## src/csvfs_pkg.sv

```systemverilog
// Shared types and constants for the CSV field splitter.
// No dependencies; the parser, the top level and the testbench import this package.
`default_nettype none

package csvfs_pkg;

  localparam int MAX_FIELDS = 64;
  localparam int FIELD_W    = $clog2(MAX_FIELDS);
  localparam int COUNT_W    = FIELD_W + 1;

  localparam logic [7:0] BACKSLASH_BYTE = 8'h5C;
  localparam logic [7:0] DQUOTE_BYTE    = 8'h22;

  // configuration register indexes
  localparam int CFG_INDEX_W = 3;
  localparam logic [CFG_INDEX_W-1:0] CFG_QUOTE      = 3'd0;
  localparam logic [CFG_INDEX_W-1:0] CFG_SEPARATOR  = 3'd1;
  localparam logic [CFG_INDEX_W-1:0] CFG_RECORD     = 3'd2;
  localparam logic [CFG_INDEX_W-1:0] CFG_NUM_FIELDS = 3'd3;
  localparam logic [CFG_INDEX_W-1:0] CFG_LOAD_MASK  = 3'd4;
  localparam logic [CFG_INDEX_W-1:0] CFG_SKIP_HDR   = 3'd5;
  localparam int CFG_DATA_W = 64;

  typedef enum logic [1:0] {
    STATUS_OK         = 2'd0,
    STATUS_BAD_TERM   = 2'd1,
    STATUS_INCOMPLETE = 2'd2
  } status_t;

  typedef struct packed {
    logic [7:0]            quote_char;
    logic [7:0]            separator_char;
    logic [7:0]            record_char;
    logic [6:0]            num_fields;
    logic [MAX_FIELDS-1:0] load_mask;
    logic                  skip_header;
  } cfg_t;

  typedef struct packed {
    logic               inside_field;
    logic               quoted_field;
    logic               escape_active;
    logic               await_terminator;
    logic [FIELD_W-1:0] current_field;
    logic [31:0]        row_count;
    status_t            error_code;
  } parse_state_t;

  typedef struct packed {
    logic               content_valid;
    logic [7:0]         content_byte;
    logic [FIELD_W-1:0] field_number;
    logic               field_done;
    logic               field_wanted;
    logic               row_done;
    logic               blank_previous;
    status_t            status;
    logic [31:0]        rows_seen;
    logic               end_report;
  } result_t;

endpackage

`default_nettype wire

```

## src/csvfs_text_if.sv

```systemverilog
// Input channel of the CSV field splitter: one byte or end marker per item.
// Depends on nothing.
`default_nettype none

interface csvfs_text_if;
  logic       valid;
  logic       ready;
  logic       kind;
  logic [7:0] in_byte;

  modport source (output valid, kind, in_byte, input ready);
  modport sink   (input valid, kind, in_byte, output ready);
endinterface

`default_nettype wire

```

## src/csvfs_token_if.sv

```systemverilog
// Result channel of the CSV field splitter: one classified byte per item.
// Depends on nothing.
`default_nettype none

interface csvfs_token_if;
  logic        valid;
  logic        ready;
  logic        content_valid;
  logic [7:0]  content_byte;
  logic [5:0]  field_number;
  logic        field_done;
  logic        field_wanted;
  logic        row_done;
  logic        blank_previous;
  logic [1:0]  status;
  logic [31:0] rows_seen;
  logic        end_report;

  modport source (output valid, content_valid, content_byte, field_number, field_done,
                  field_wanted, row_done, blank_previous, status, rows_seen,
                  end_report, input ready);
  modport sink   (input valid, content_valid, content_byte, field_number, field_done,
                  field_wanted, row_done, blank_previous, status, rows_seen,
                  end_report, output ready);
endinterface

`default_nettype wire

```

## src/csvfs_parser.sv

```systemverilog
// Tokenizer state and per-byte classification for the CSV field splitter.
// Depends on csvfs_pkg.
`default_nettype none

module csvfs_parser
  import csvfs_pkg::*;
(
  input  logic         clk,
  input  logic         rst,
  input  logic         step,
  input  logic         kind,
  input  logic [7:0]   in_byte,
  input  cfg_t         cfg,
  output result_t      result,
  output parse_state_t state
);

  parse_state_t       state_next;
  logic [COUNT_W-1:0] total;
  logic [FIELD_W-1:0] cf;
  logic               last;
  logic               header;
  logic               wanted;
  logic [7:0]         term;
  logic               ended;
  logic               esc;
  logic               escaped;

  // clamp field count to 1..MAX_FIELDS
  always_comb begin
    if (cfg.num_fields == '0) begin
      total = COUNT_W'(1);
    end else if (cfg.num_fields > 7'(MAX_FIELDS)) begin
      total = COUNT_W'(MAX_FIELDS);
    end else begin
      total = COUNT_W'(cfg.num_fields);
    end
  end

  assign cf     = state.current_field;
  assign last   = ({1'b0, cf} + COUNT_W'(1)) >= total;
  assign header = cfg.skip_header && (state.row_count == '0);
  assign wanted = cfg.load_mask[cf] && !header;
  assign term   = last ? cfg.record_char : cfg.separator_char;

  always_comb begin
    state_next          = state;
    result              = '0;
    result.field_number = cf;
    result.status       = state.error_code;
    result.rows_seen    = state.row_count;
    ended               = 1'b0;
    esc                 = state.escape_active;
    escaped             = 1'b0;

    if (kind) begin
      if (state.error_code == STATUS_OK &&
          (state.inside_field || state.await_terminator || cf != '0)) begin
        state_next.error_code = STATUS_INCOMPLETE;
      end
      result.status     = state_next.error_code;
      result.rows_seen  = state.row_count -
                          32'(cfg.skip_header && (state.row_count != '0));
      result.end_report = 1'b1;
    end else if (state.error_code == STATUS_OK) begin
      if (state.await_terminator) begin
        state_next.await_terminator = 1'b0;
        if (in_byte == term) begin
          ended = 1'b1;
        end else begin
          state_next.error_code = STATUS_BAD_TERM;
        end
      end else begin
        // stray escape: blank the backslash and leave escape mode
        if (esc && in_byte != BACKSLASH_BYTE && in_byte != DQUOTE_BYTE) begin
          result.blank_previous = 1'b1;
          esc                   = 1'b0;
        end
        if (in_byte == BACKSLASH_BYTE) begin
          esc = !esc;
        end
        if (in_byte == DQUOTE_BYTE && esc) begin
          escaped = 1'b1;
          esc     = 1'b0;
        end
        state_next.escape_active = esc;

        if (!state.inside_field) begin
          if (in_byte == cfg.quote_char) begin
            state_next.inside_field = 1'b1;
            state_next.quoted_field = 1'b1;
          end else if (in_byte == term) begin
            ended = 1'b1;
          end else begin
            state_next.inside_field = 1'b1;
            state_next.quoted_field = 1'b0;
            result.content_valid    = 1'b1;
          end
        end else if (state.quoted_field) begin
          if (in_byte == cfg.quote_char && !escaped) begin
            state_next.inside_field     = 1'b0;
            state_next.quoted_field     = 1'b0;
            state_next.await_terminator = 1'b1;
          end else begin
            result.content_valid = 1'b1;
          end
        end else begin
          if (in_byte == term) begin
            state_next.inside_field = 1'b0;
            ended                   = 1'b1;
          end else begin
            result.content_valid = 1'b1;
          end
        end
      end

      if (ended) begin
        result.field_done = 1'b1;
        if (last) begin
          result.row_done = 1'b1;
          if (state.row_count != '1) begin
            state_next.row_count = state.row_count + 32'd1;
          end
          state_next.current_field = '0;
        end else begin
          state_next.current_field = cf + FIELD_W'(1);
        end
      end

      // a bad terminator reports only field number, status and row count
      if (state_next.error_code == STATUS_OK) begin
        result.content_byte = in_byte;
        result.field_wanted = wanted;
      end
      result.status    = state_next.error_code;
      result.rows_seen = state_next.row_count;
    end
  end

  always_ff @(posedge clk) begin
    if (rst) begin
      state <= '0;
    end else if (step) begin
      state <= state_next;
    end
  end

endmodule

`default_nettype wire

```

## src/csv_field_splitter_top.sv

```systemverilog
// Top level of the CSV field splitter: configuration registers, input stage,
// result register. Depends on csvfs_pkg, csvfs_text_if, csvfs_token_if and csvfs_parser.
`default_nettype none

// The splitter takes one CSV byte (or an end-of-input marker) per item and
// returns exactly one result item for it: whether the byte is field content,
// which field of the row it belongs to, whether it closed a field or a row,
// a request to blank the previous byte after a stray backslash, the sticky
// status and the row count. It accepts one item every clock cycle while the
// result side does not stall. An accepted item is held in the input register,
// then the classification logic, whose only loop-carried state is a handful of
// flags, the sticky status, the field index and the row counter, updates that state
// and loads the result register. The result register and the input register
// decouple the two channels, so a stall on the result side holds both stages
// and a free result slot lets a new item in on the same edge. Configuration
// registers are written through cfg_we/cfg_index/cfg_data and must only be
// changed while no item is in flight; an out-of-range index is ignored.
module csv_field_splitter_top
  import csvfs_pkg::*;
(
  input  logic                   clk,
  input  logic                   rst,
  csvfs_text_if.sink             text,
  csvfs_token_if.source          tokens,
  input  logic                   cfg_we,
  input  logic [CFG_INDEX_W-1:0] cfg_index,
  input  logic [CFG_DATA_W-1:0]  cfg_data
);

  cfg_t         cfg;
  logic         s1_valid;
  logic         s1_kind;
  logic [7:0]   s1_byte;
  logic         out_valid;
  result_t      out_res;
  result_t      result;
  parse_state_t state;
  logic         advance;
  logic         step;
  logic         accept;

  // Configuration registers: write-only, reset to the documented defaults.
  always_ff @(posedge clk) begin
    if (rst) begin
      cfg.quote_char     <= 8'd34;
      cfg.separator_char <= 8'd44;
      cfg.record_char    <= 8'd10;
      cfg.num_fields     <= 7'd1;
      cfg.load_mask      <= '1;
      cfg.skip_header    <= 1'b0;
    end else if (cfg_we) begin
      case (cfg_index)
        CFG_QUOTE:      cfg.quote_char     <= cfg_data[7:0];
        CFG_SEPARATOR:  cfg.separator_char <= cfg_data[7:0];
        CFG_RECORD:     cfg.record_char    <= cfg_data[7:0];
        CFG_NUM_FIELDS: cfg.num_fields     <= cfg_data[6:0];
        CFG_LOAD_MASK:  cfg.load_mask      <= cfg_data[MAX_FIELDS-1:0];
        CFG_SKIP_HDR:   cfg.skip_header    <= cfg_data[0];
        default: ;
      endcase
    end
  end

  // Advance the input stage whenever the result slot is free or being taken.
  assign advance    = !out_valid || tokens.ready;
  assign step       = s1_valid && advance;
  assign text.ready = !s1_valid || advance;
  assign accept     = text.valid && text.ready;

  // Input stage: hold the item until the parser consumes it.
  always_ff @(posedge clk) begin
    if (rst) begin
      s1_valid <= 1'b0;
    end else if (accept) begin
      s1_valid <= 1'b1;
    end else if (step) begin
      s1_valid <= 1'b0;
    end
  end

  always_ff @(posedge clk) begin
    if (accept) begin
      s1_kind <= text.kind;
      s1_byte <= text.in_byte;
    end
  end

  csvfs_parser u_parser (
    .clk     (clk),
    .rst     (rst),
    .step    (step),
    .kind    (s1_kind),
    .in_byte (s1_byte),
    .cfg     (cfg),
    .result  (result),
    .state   (state)
  );

  // Result register: load on step, drop once the sink takes the item.
  always_ff @(posedge clk) begin
    if (rst) begin
      out_valid <= 1'b0;
    end else if (step) begin
      out_valid <= 1'b1;
    end else if (tokens.ready) begin
      out_valid <= 1'b0;
    end
  end

  always_ff @(posedge clk) begin
    if (step) begin
      out_res <= result;
    end
  end

  assign tokens.valid          = out_valid;
  assign tokens.content_valid  = out_res.content_valid;
  assign tokens.content_byte   = out_res.content_byte;
  assign tokens.field_number   = out_res.field_number;
  assign tokens.field_done     = out_res.field_done;
  assign tokens.field_wanted   = out_res.field_wanted;
  assign tokens.row_done       = out_res.row_done;
  assign tokens.blank_previous = out_res.blank_previous;
  assign tokens.status         = out_res.status;
  assign tokens.rows_seen      = out_res.rows_seen;
  assign tokens.end_report     = out_res.end_report;

  // Once an error is recorded it never changes.
  a_error_sticky : assert property (@(posedge clk) disable iff (rst)
    (state.error_code != STATUS_OK) |=> (state.error_code == $past(state.error_code)))
    else $error("error code changed after being set");

  // A closing quote leaves the field before a terminator is awaited.
  a_await_outside : assert property (@(posedge clk) disable iff (rst)
    state.await_terminator |-> (!state.inside_field && !state.quoted_field))
    else $error("terminator awaited while still inside a field");

  // A completed row always closes its last field on the same item.
  a_row_needs_field : assert property (@(posedge clk) disable iff (rst)
    (tokens.valid && tokens.row_done) |-> (tokens.field_done && !tokens.end_report))
    else $error("row completed without a field completing");

endmodule

`default_nettype wire

```

## src/flat_wrapper.sv

```systemverilog
// flat-port wrapper written by rule: the top's interface ports become plain ports
module csv_field_splitter_top_flat import csvfs_pkg::*;
  (clk, rst, cfg_we, cfg_index, cfg_data, text_valid, text_kind, text_in_byte, text_ready, tokens_valid, tokens_content_valid, tokens_content_byte, tokens_field_number, tokens_field_done, tokens_field_wanted, tokens_row_done, tokens_blank_previous, tokens_status, tokens_rows_seen, tokens_end_report, tokens_ready);
  csvfs_text_if text_i ();
  csvfs_token_if tokens_i ();
  input  logic clk;
  input  logic rst;
  input  logic cfg_we;
  input  logic [CFG_INDEX_W-1:0] cfg_index;
  input  logic [CFG_DATA_W-1:0] cfg_data;
  input wire logic [$bits(text_i.valid)-1:0] text_valid;
  input wire logic [$bits(text_i.kind)-1:0] text_kind;
  input wire logic [$bits(text_i.in_byte)-1:0] text_in_byte;
  output wire logic [$bits(text_i.ready)-1:0] text_ready;
  output wire logic [$bits(tokens_i.valid)-1:0] tokens_valid;
  output wire logic [$bits(tokens_i.content_valid)-1:0] tokens_content_valid;
  output wire logic [$bits(tokens_i.content_byte)-1:0] tokens_content_byte;
  output wire logic [$bits(tokens_i.field_number)-1:0] tokens_field_number;
  output wire logic [$bits(tokens_i.field_done)-1:0] tokens_field_done;
  output wire logic [$bits(tokens_i.field_wanted)-1:0] tokens_field_wanted;
  output wire logic [$bits(tokens_i.row_done)-1:0] tokens_row_done;
  output wire logic [$bits(tokens_i.blank_previous)-1:0] tokens_blank_previous;
  output wire logic [$bits(tokens_i.status)-1:0] tokens_status;
  output wire logic [$bits(tokens_i.rows_seen)-1:0] tokens_rows_seen;
  output wire logic [$bits(tokens_i.end_report)-1:0] tokens_end_report;
  input wire logic [$bits(tokens_i.ready)-1:0] tokens_ready;
  assign text_i.valid = text_valid;
  assign text_i.kind = text_kind;
  assign text_i.in_byte = text_in_byte;
  assign text_ready = text_i.ready;
  assign tokens_valid = tokens_i.valid;
  assign tokens_content_valid = tokens_i.content_valid;
  assign tokens_content_byte = tokens_i.content_byte;
  assign tokens_field_number = tokens_i.field_number;
  assign tokens_field_done = tokens_i.field_done;
  assign tokens_field_wanted = tokens_i.field_wanted;
  assign tokens_row_done = tokens_i.row_done;
  assign tokens_blank_previous = tokens_i.blank_previous;
  assign tokens_status = tokens_i.status;
  assign tokens_rows_seen = tokens_i.rows_seen;
  assign tokens_end_report = tokens_i.end_report;
  assign tokens_i.ready = tokens_ready;
  csv_field_splitter_top u_core (.clk(clk), .rst(rst), .text(text_i), .tokens(tokens_i), .cfg_we(cfg_we), .cfg_index(cfg_index), .cfg_data(cfg_data));
endmodule
```

## config.mk

```make
export PLATFORM = sky130hd
export DESIGN_NAME = csv_field_splitter_top_flat
export DESIGN_NICKNAME = d
export VERILOG_FILES = /design/src/csvfs_pkg.sv /design/src/csvfs_text_if.sv /design/src/csvfs_token_if.sv /design/src/csvfs_parser.sv /design/src/csv_field_splitter_top.sv /design/src/flat_wrapper.sv
export SDC_FILE = /design/constraint.sdc
export NUM_CORES = 1
export LEC_CHECK = 0
export ABC_CLOCK_PERIOD_IN_PS = 4400
export BUFFER_PORTS_ARGS = -buffer_cell sky130_fd_sc_hd__buf_2
export CORE_MARGIN = 1.5
export CORE_UTILIZATION = 50
export DETAILED_ROUTE_END_ITERATION = 6
export MAX_ROUTING_LAYER = met4
export PLACE_DENSITY_LB_ADDON = 0.08
export SLEW_MARGIN = 20
export SYNTH_ARGS = -nofsm -noshare
export SYNTH_HDL_FRONTEND = slang
export SYNTH_SLANG_ARGS = --single-unit
```

## constraint.sdc

```tcl
create_clock -name clk -period 4.4 [get_ports clk]
set_input_delay 1.1 -clock clk [delete_from_list [all_inputs] [get_ports clk]]
set_output_delay 1.1 -clock clk [all_outputs]
set_load 0.005 [all_outputs]
```

==> results of run 1 <==
==> stage by stage <==
stage	worst slack (ps)	hold slack, ps
final	263	461
after global routing	8.06	488
after CTS	205	467
after detailed placement	224	452
after global placement	257	444
after floorplan	151	406
==> kinds of logic after synthesis <==
group                      after synthesis
AOI/OAI and AO/OA                      183
DFF                                    205
and+or+nand+nor                        594
adders and majority gates               13
muxes                                   40
xor gates and xnor gates                38
buffers and inverters                  117
==> worst max path at each step <==
| stage | cells past startpoint | from | end | slack (ps) |
|---|---|---|---|---|
| 6_report | 13 | u_core.u_parser.state[25]$_SDFFE_PP0P_ | u_core.tokens.rows_seen[23]$_DFFE_PP_ | 260 |
| 3_5_place_dp | 10 | u_core.u_parser.cf[2]$_SDFFE_PP0P_ | u_core.tokens.rows_seen[18]$_DFFE_PP_ | 220 |
| 4_1_cts | 10 | u_core.u_parser.cf[2]$_SDFFE_PP0P_ | u_core.tokens.rows_seen[18]$_DFFE_PP_ | 200 |
| 2_1_floorplan | 8 | tokens_ready | u_core.u_parser.state[24]$_SDFFE_PP0P_ | 150 |
| 5_1_grt | 12 | u_core.u_parser.cf[2]$_SDFFE_PP0P_ | u_core.u_parser.state[25]$_SDFFE_PP0P_ | 8 |
| 3_3_place_gp | 14 | u_core.u_parser.state[25]$_SDFFE_PP0P_ | u_core.tokens.rows_seen[30]$_DFFE_PP_ | 260 |
==> metal layers <==
metal | share of wire (%) | up-vias | global-route usage [%]
li1 | - | 4528 | -
met1 | 44 | 4463 | 34.8
met2 | 49 | 257 | 42.8
met3 | 4.6 | 41 | 2.76
met4 | 2.1 | 0 | 6.91
met5 | 0 | - | -
==> report_power, final <==
part | switching [µW] | leakage (µW) | internal [µW]
Combinational | 200 | 0.00262 | 122
Sequential | 34.9 | 0.00176 | 2000
Clock | 792 | 0.000403 | 1250
==> area by class of cell <==
| class | instances | area, µm² |
|---|---|---|
| multi-input combinational | 868 | 5610 |
| inverter | 19 | 71.3 |
| clock inverter | 12 | 175 |
| tap | 275 | 344 |
| timing repair buffer | 163 | 898 |
| sequential | 205 | 4730 |
| fill | 1947 | 8690 |
| clock buffer | 30 | 632 |
==> placed cells by master, fill, tap and decap left out, types with 7 or more instances in the layout <==
| cell type | instances |
|---|---|
| mux4_2 | 20 |
| edfxtp_1 | 63 |
| and2_1 | 7 |
| or2_2 | 7 |
| buf_4 | 27 |
| xor2_1 | 24 |
| nor3b_1 | 12 |
| nor2b_1 | 19 |
| mux2i_1 | 9 |
| and3_1 | 14 |
| nor4_1 | 16 |
| o31ai_1 | 24 |
| clkinv_2 | 7 |
| ha_1 | 13 |
| mux2_2 | 10 |
| and4_1 | 12 |
| nor3_1 | 23 |
| or4_1 | 30 |
| clkbuf_16 | 23 |
| nand2_1 | 227 |
| nand3_1 | 35 |
| a21oi_1 | 68 |
| nor2_1 | 59 |
| inv_1 | 19 |
| o41ai_1 | 7 |
| nand3b_1 | 71 |
| nand4_1 | 22 |
| o21ai_0 | 15 |
| xnor2_1 | 14 |
| dfxtp_1 | 142 |
| buf_2 | 135 |
==> registers in the layout, indices dropped and copies added, names as in the netlist, 2 cells and up <==
signal,count
u_core.cfg,96
u_core.u_parser.state,38
u_core.tokens.rows_seen,32
u_core.s1_byte,8
u_core.tokens.content_byte,8
u_core.tokens.field_number,6
u_core.u_parser.cf,6
u_core.tokens.status,2
==> worst max-delay path: stages, from the launching register on <==
cell and delay [ps]:
dfxtp_1 410, or4_1 590, or3_1 370, or3_1 370, nor3_1 360, and4_1 310
nor2b_1 60, ha_1 210, nand4bb_1 270, nor4_4 100, and2_0 360, a21oi_1 230
o31a_1 150, a221oi_1 50
==> impl_metrics.ini, run 1 <==
[floorplanning]
fp.dieW_um = 150
rows = 53
initial_core_util_pct = 51.1
ios = 137
die-area_um2 = 22500
dieHeight_um = 150
coreArea_um2 = 21200

[synthesis]
synth_edf_count = 63
ys_seq_area_share_pct = 43.8
synth_xor_area_share_pct = 3.08
ys_ff_latch = 205
yosys.cell_types.count = 78
synthArstFlopShare_pct = 0
synth_most_common_cell = nand2_1
synth_commonest_cells = 227 x nand2_1, 142 x dfxtp_1, 71 x nand3b_1
yosys-top-cells-area = dfxtp_1 26%, edfxtp_1 17%, nand2_1 7.9%
synthAdderAreaFrac_pct = 1.50
netlist.area_leader.share_pct = 26.3
synth_ff_type = dfxtp_1
synth_warnings = 0
syn_nets = 1284
synth_compound_area_share_pct = 11.4
syn_area_per_cell_um2 = 9.09
synth.cell_area_um2 = 10800
synth.largest_area_cell = dfxtp_1
synth_cells = 1190
synth_top_family_by_area = simple AND/OR/NAND/NOR gates
muxShareOfSynthArea_pct = 6.14
synth-simple-area-share_pct = 29.5

[final_layout]
area_delta_synth_final_pct = 15.3
fin_area_um2 = 12500
finish.utilization_pct = 58.9
drive_above_1_share_pct = 20.1
fin_cells = 1572
diodes = 0
final_nets = 1374

[timing]
finalCriticalPeriod_ps = 4140
setup_viol = 0
setup_tns_ps = 0
max-slew-margin-rel_pct = 35.0
finalHoldViolCount = 0
clock_skew_ps = 8.16
slew_viol_final = 0
rsz0062_at_grt = no
worst_slew_pin_slew_ps = 972
period_share_pct = 94.0
fmax_ghz = 0.242

[min_path]
hold_path.class = reg2reg
hold_path.startpoint = u_core.cfg[12]$_SDFFE_PP1P_
hold_depth = 2
min_to = u_core.cfg[12]$_SDFFE_PP1P_

[routing]
num_vias = 9289
first_pass_iters = 5
drtIter0Drc = 615
wl_per_cell_um = 18.1
routed_via_density = 5.91
drc = 0
wl_um = 28400
final_antenna_net_count = 0

[job]
max_cap_viol_count = 0

[clock_tree]
cts_hold_buf = 0
clock_path_buffers = 3
cts_resized = 0
clkTransAtPathRegs_ps = 60
cts_tree = built
cts.sinks = 205
clkLatencyLatePin_ps = 520
numCtsBuffers = 23
post-cts-setup-buffers = 0
cts_htree_levels = 1
cts-root-buf = clkbuf_16

[global_routing]
antenna_found_initial = 0
grt_pass1_wl_um = 46000
track_usage_pct = 26.2
grt_overflow = 0
grt_max_degree = 89
first_global_vias = 8692

[place]
globalplace.congestion = 0.885
place_area_um2 = 11700
place_hpwl_um = 19300
io_buffers = 136
dp_cells = 1530

[critical_path]
criticalPathCategory = reg2reg
worstRegToRegCells = 13
r2r-end = u_core.tokens.rows_seen[23]$_DFFE_PP_
r2r-start = u_core.u_parser.state[25]$_SDFFE_PP0P_
cp_max_fo = 11
start_kind = flip-flop
endpoint_kind = flip-flop
required_ps = 4640
ff2ff_setup_slack_ps = 260
cp.arrival_ps = 4370

[pwr]
peakVddDrop_mv = 0.252
total_power_uw = 4410
p_leak_uw = 0.00479
powerDensity_nw_per_um2 = 353

[run_status]
status = completed
Power figures use the tool's default switching activity.
==> run 2, diff against run 1 <==
--- a/config.mk
+++ b/config.mk
@@ -13,3 +13,3 @@
 export MAX_ROUTING_LAYER = met4
-export PLACE_DENSITY_LB_ADDON = 0.08
+export PLACE_DENSITY = 0.73
 export SLEW_MARGIN = 20
--- a/constraint.sdc
+++ b/constraint.sdc
@@ -3,2 +3,2 @@
 set_output_delay 1.1 -clock clk [all_outputs]
-set_load 0.005 [all_outputs]
+set_load 0.01 [all_outputs]
==> impl_metrics.ini, run 2 (same netlist as run 1, synthesis figures left out) <==
[timing]
setup_viol = 0
period_share_pct = 93.6
fmax_ghz = 0.243
clock_skew_ps = 21.2
finalCriticalPeriod_ps = 4120
max-slew-margin-rel_pct = 36.1
worst_slew_pin_slew_ps = 955
rsz0062_at_grt = no
setup_tns_ps = 0
slew_viol_final = 0
finalHoldViolCount = 0

[critical_path]
crit_path_start = u_core.u_parser.state[24]$_SDFFE_PP0P_
cp_max_fo = 15
required_ps = 4730
cp.arrival_ps = 4450
start_kind = flip-flop
criticalPathCategory = reg2reg
endpoint_kind = flip-flop
r2r-start = u_core.u_parser.state[24]$_SDFFE_PP0P_

[final_layout]
drive_above_1_share_pct = 20.1
largest-register = u_core.cfg
fillers = 1842
diodes = 0
largest_reg_flops = 96
fin_cells = 1574
area_delta_synth_final_pct = 15.2
final_common_cell = nand2_1
layout_common_cells = 227 x nand2_1, 142 x dfxtp_1, 135 x buf_2, 71 x nand3b_1, 68 x a21oi_1
final_nets = 1376

[global_routing]
antenna_found_initial = 0
first_global_vias = 8764
grt_max_degree = 79
track_usage_pct = 24.9
grt_pass1_wl_um = 44000
grt_overflow = 0

[routing]
wl_per_cell_um = 17.4
num_vias = 9292
routed_via_density = 5.90
first_pass_iters = 7
final_antenna_net_count = 0
drtIter0Drc = 713
wl_um = 27300
drc = 2

[floorplanning]
coreArea_um2 = 21200
fp.dieW_um = 150
dieHeight_um = 150
initial_core_util_pct = 51.1
die-area_um2 = 22500
rows = 53
ios = 137

[place]
globalplace.congestion = 0.911
place_hpwl_um = 18900
io_buffers = 136
dp_cells = 1532

[pwr]
p_sw_share_pct = 23.7
powerDensity_nw_per_um2 = 350
total_power_uw = 4360
peakVddDrop_mv = 0.307
switching_power_uw = 1030
p_comb_share_pct = 7.5
clkPwrFrac_pct = 45.8
internal-power_uw = 3330
p_seq_share_pct = 46.7
p_leak_uw = 0.00479

[job]
max_cap_viol_count = 0

[min_path]
hold_path.startpoint = u_core.cfg[55]$_SDFFE_PP1P_
hold_path.class = reg2reg

[clock_tree]
cts-root-buf = clkbuf_16
clkTransAtPathRegs_ps = 60
cts_tree = built
numCtsBuffers = 23
cts.sinks = 205
cts_htree_levels = 1
clock_path_buffers = 3
clkLatencyLatePin_ps = 530

[run_status]
violations = DRC
status = complete, but fails checks
==> run 2: per-stage QoR <==
stage	utilization (%)	hold slack (ps)	area, µm²	setup WS, ps
4_1_cts	58.9	462	12500	202
3_5_place_dp	55.1	447	11700	284
2_1_floorplan	-	406	10800	151
6_report	58.9	460	12500	281
5_1_grt	58.9	479	12500	1.40
3_3_place_gp	55.1	444	11700	411
==> run 2: path summary, 6_finish.rpt <==
kind                            slack [ps]  cells past startpoint                                    end
worst max-delay path                   280                     14  u_core.tokens.rows_seen[30]$_DFFE_PP_
worst min register to register         460                      2            u_core.cfg[55]$_SDFFE_PP1P_
worst min-delay path                   460                      2            u_core.cfg[55]$_SDFFE_PP1P_
worst max register to register         280                     14  u_core.tokens.rows_seen[30]$_DFFE_PP_
==> run 2: per-layer routing <==
| layer | up-vias | global-route usage (%) | part of all wire [%] |
|---|---|---|---|
| met5 | - | - | 0 |
| met4 | 0 | 7.40 | 2.5 |
| met3 | 53 | 2.97 | 5.5 |
| met2 | 299 | 41.0 | 49 |
| met1 | 4405 | 32.3 | 43 |
| li1 | 4535 | - | - |
==> run 2: worst max-delay path, stage by stage (launching register included) <==
cell and delay [ps]:
dfxtp_1 440, or4_1 610, or3_1 380, or3_1 360, nor3_1 300, and4_1 280, nor2b_1 70, ha_1 190
ha_1 190, nand4bb_1 150, nor3_1 110, nand2_1 290, nor3_1 100, and3_1 190, a211oi_1 250
==> run 2: power groups by stage <==
stage,Combinational (µW),Clock [µW],Sequential [µW]
global route,359,2090,2040
global placement,317,0,2080
detailed placement,324,0,2080
CTS,325,2020,2040
finish,326,2000,2040
floorplan,199,0,2070
==> run 2: layout make-up <==
type / instances / area, µm² / area share (%)
multi-input cells: 868 / 5610 / 45.0
inverters: 19 / 71.3 / 0.572
clock inverters: 7 / 72.6 / 0.583
flip-flops and latches: 205 / 4730 / 38.0
clock buffers: 35 / 727 / 5.84
well taps: 275 / 344 / 2.76
repair buffers: 165 / 901 / 7.23
==> run 2: timing repair <==
item | in CTS | in global routing
resized for setup | 0 | 1
setup endpoints to repair | 0 | 5
setup buffers | 0 | 0
hold buffers | 0 | 0
==> run 3, diff against run 2 <==
- CELL_PAD_IN_SITES_DETAIL_PLACEMENT: not set -> 0
- CELL_PAD_IN_SITES_GLOBAL_PLACEMENT: not set -> 2
- CORE_UTILIZATION: 50 -> 33
- PLACE_DENSITY: 0.73 -> not set
- PLACE_DENSITY_LB_ADDON: not set -> 0.1
==> impl_metrics.ini, run 3 (same netlist as run 1, synthesis figures left out) <==
[place]
io_buffers = 136
place_hpwl_um = 22700
pre_cts_slack_ps = 238
globalplace.congestion = 0.809

[floorplanning]
ios = 137
fp.dieW_um = 184
coreArea_um2 = 32400
rows = 66
initial_core_util_pct = 33.4
die-area_um2 = 33900
dieHeight_um = 184

[routing]
num_vias = 9179
first_pass_iters = 5
drc = 0
wl_um = 33100
drtIter0Drc = 537
final_antenna_net_count = 0
routed_via_density = 5.25
wl_per_cell_um = 18.9

[clock_tree]
cts.sinks = 205
clkTransAtPathRegs_ps = 60
numCtsBuffers = 25
cts_htree_levels = 1
cts-root-buf = clkbuf_16
post-cts-setup-buffers = 0
clkLatencyLatePin_ps = 530
cts_tree = built
clock_path_buffers = 3

[pwr]
peakVddDrop_mv = 0.227
p_sw_share_pct = 24.1
clkPwrFrac_pct = 46.6
powerDensity_nw_per_um2 = 350
p_seq_share_pct = 45.7
internal-power_uw = 3390
p_comb_share_pct = 7.8
p_leak_uw = 0.00483
switching_power_uw = 1070

[final_layout]
final_nets = 1382
layout_common_cells = 227 x nand2_1, 142 x dfxtp_1, 135 x buf_2, 71 x nand3b_1, 68 x a21oi_1
diodes = 0
drive_above_1_share_pct = 20.3
multiInputGateArea_um2 = 5610
largest_reg_flops = 96
largest-register = u_core.cfg
area_delta_synth_final_pct = 18.0
fillers = 3397
seqCellArea_um2 = 4730
final_common_cell = nand2_1

[run_status]
status = completed

[critical_path]
r2r-start = u_core.u_parser.state[25]$_SDFFE_PP0P_
worstRegToRegCells = 14
r2r-end = u_core.tokens.rows_seen[30]$_DFFE_PP_
criticalPathCategory = reg2reg
cp_max_fo = 11
endpoint_kind = flip-flop
start_kind = flip-flop
ff2ff_setup_slack_ps = 290
required_ps = 4730
cp.arrival_ps = 4430

[timing]
finalHoldViolCount = 0
finalCriticalPeriod_ps = 4110
rsz0062_at_grt = no
slew_viol_final = 0
setup_viol = 0
max-slew-margin-rel_pct = 30.1
fmax_ghz = 0.244
clock_skew_ps = 11.8
fin_ws_ps = 294
worst_slew_pin_slew_ps = 1050
period_share_pct = 93.3
setup_tns_ps = 0

[min_path]
hold_depth = 2
min_to = u_core.cfg[47]$_SDFFE_PP1P_
hold_path.startpoint = u_core.cfg[47]$_SDFFE_PP1P_
hold_path.class = reg2reg

[global_routing]
grt_max_degree = 153
first_global_vias = 8755
track_usage_pct = 19.9
grt_overflow = 0
grt_pass1_wl_um = 51100
antenna_found_initial = 0

[job]
max_cap_viol_count = 0
-- run 3: how the worst max path moves through the flow --
| stage | from | end | slack [ps] | cells after the start |
|---|---|---|---|---|
| global placement | u_core.u_parser.state[25]$_SDFFE_PP0P_ | u_core.tokens.rows_seen[30]$_DFFE_PP_ | 240 | 14 |
| detailed placement | u_core.u_parser.state[25]$_SDFFE_PP0P_ | u_core.tokens.rows_seen[30]$_DFFE_PP_ | 240 | 14 |
| CTS | u_core.u_parser.state[25]$_SDFFE_PP0P_ | u_core.tokens.rows_seen[30]$_DFFE_PP_ | 210 | 14 |
| global route | u_core.u_parser.cf[0]$_SDFFE_PP0P_ | u_core.tokens.rows_seen[18]$_DFFE_PP_ | 10 | 11 |
| floorplan | tokens_ready | u_core.u_parser.state[24]$_SDFFE_PP0P_ | 150 | 8 |
| finish | u_core.u_parser.state[25]$_SDFFE_PP0P_ | u_core.tokens.rows_seen[30]$_DFFE_PP_ | 290 | 14 |
-- run 3: power by group through the flow --
| stage | clock network, µW | registers, µW | logic [µW] |
|---|---|---|---|
| 2_1_floorplan | 0 | 2070 | 199 |
| 3_3_place_gp | 0 | 2080 | 348 |
| 3_5_place_dp | 0 | 2080 | 350 |
| 4_1_cts | 2140 | 2040 | 351 |
| 5_1_grt | 2220 | 2040 | 382 |
| 6_report | 2080 | 2040 | 346 |
-- run 3: layout make-up --
cell class / instances / area share [%]
clock buffer: 42 / 6.12
clock inverter: 4 / 0.382
inverter: 19 / 0.559
multi-input combinational: 868 / 44.0
sequential: 205 / 37.1
tap: 442 / 4.33
timing repair buffer: 169 / 7.54
-- run 3: stage by stage --
stage | std cells | util, % | cell area [µm²] | hold slack [ps] | total power, µW
3_5_place_dp | 1703 | 36.9 | 11900 | 449 | 2430
5_1_grt | 1749 | 39.4 | 12800 | 476 | 4650
6_report | 1749 | 39.4 | 12800 | 457 | 4460
3_3_place_gp | 1703 | 36.9 | 11900 | 443 | 2430
4_1_cts | 1749 | 39.4 | 12800 | 463 | 4530
2_1_floorplan | 1190 | - | 10800 | 406 | 2270
-- run 3: worst max-delay path, cell delays in order, from the launching register on --
cell and delay (ps):
dfxtp_1 410, or4_1 570, or3_1 370, or3_1 370, nor3_1 320, and4_1 280, nor2b_1 70, ha_1 200
ha_1 210, nand4bb_1 150, nor3_1 110, nand2_1 300, nor3_1 100, and3_1 190, a211oi_1 250
-- run 3: timing repair --
item,in CTS,in global routing
resized for setup,0,1
hold buffers,0,0
endpoints found under the setup margin,0,19
-- run 3: layer usage --
| layer | vias up | wire length [µm] | track usage, % | share of wire [%] |
|---|---|---|---|---|
| li1 | 4541 | - | - | - |
| met1 | 4433 | 15500 | 26.1 | 47 |
| met2 | 166 | 15800 | 32.5 | 48 |
| met3 | 39 | 1240 | 2.81 | 3.8 |
| met4 | 0 | 594 | 4.75 | 1.8 |
| met5 | - | 0 | - | 0 |
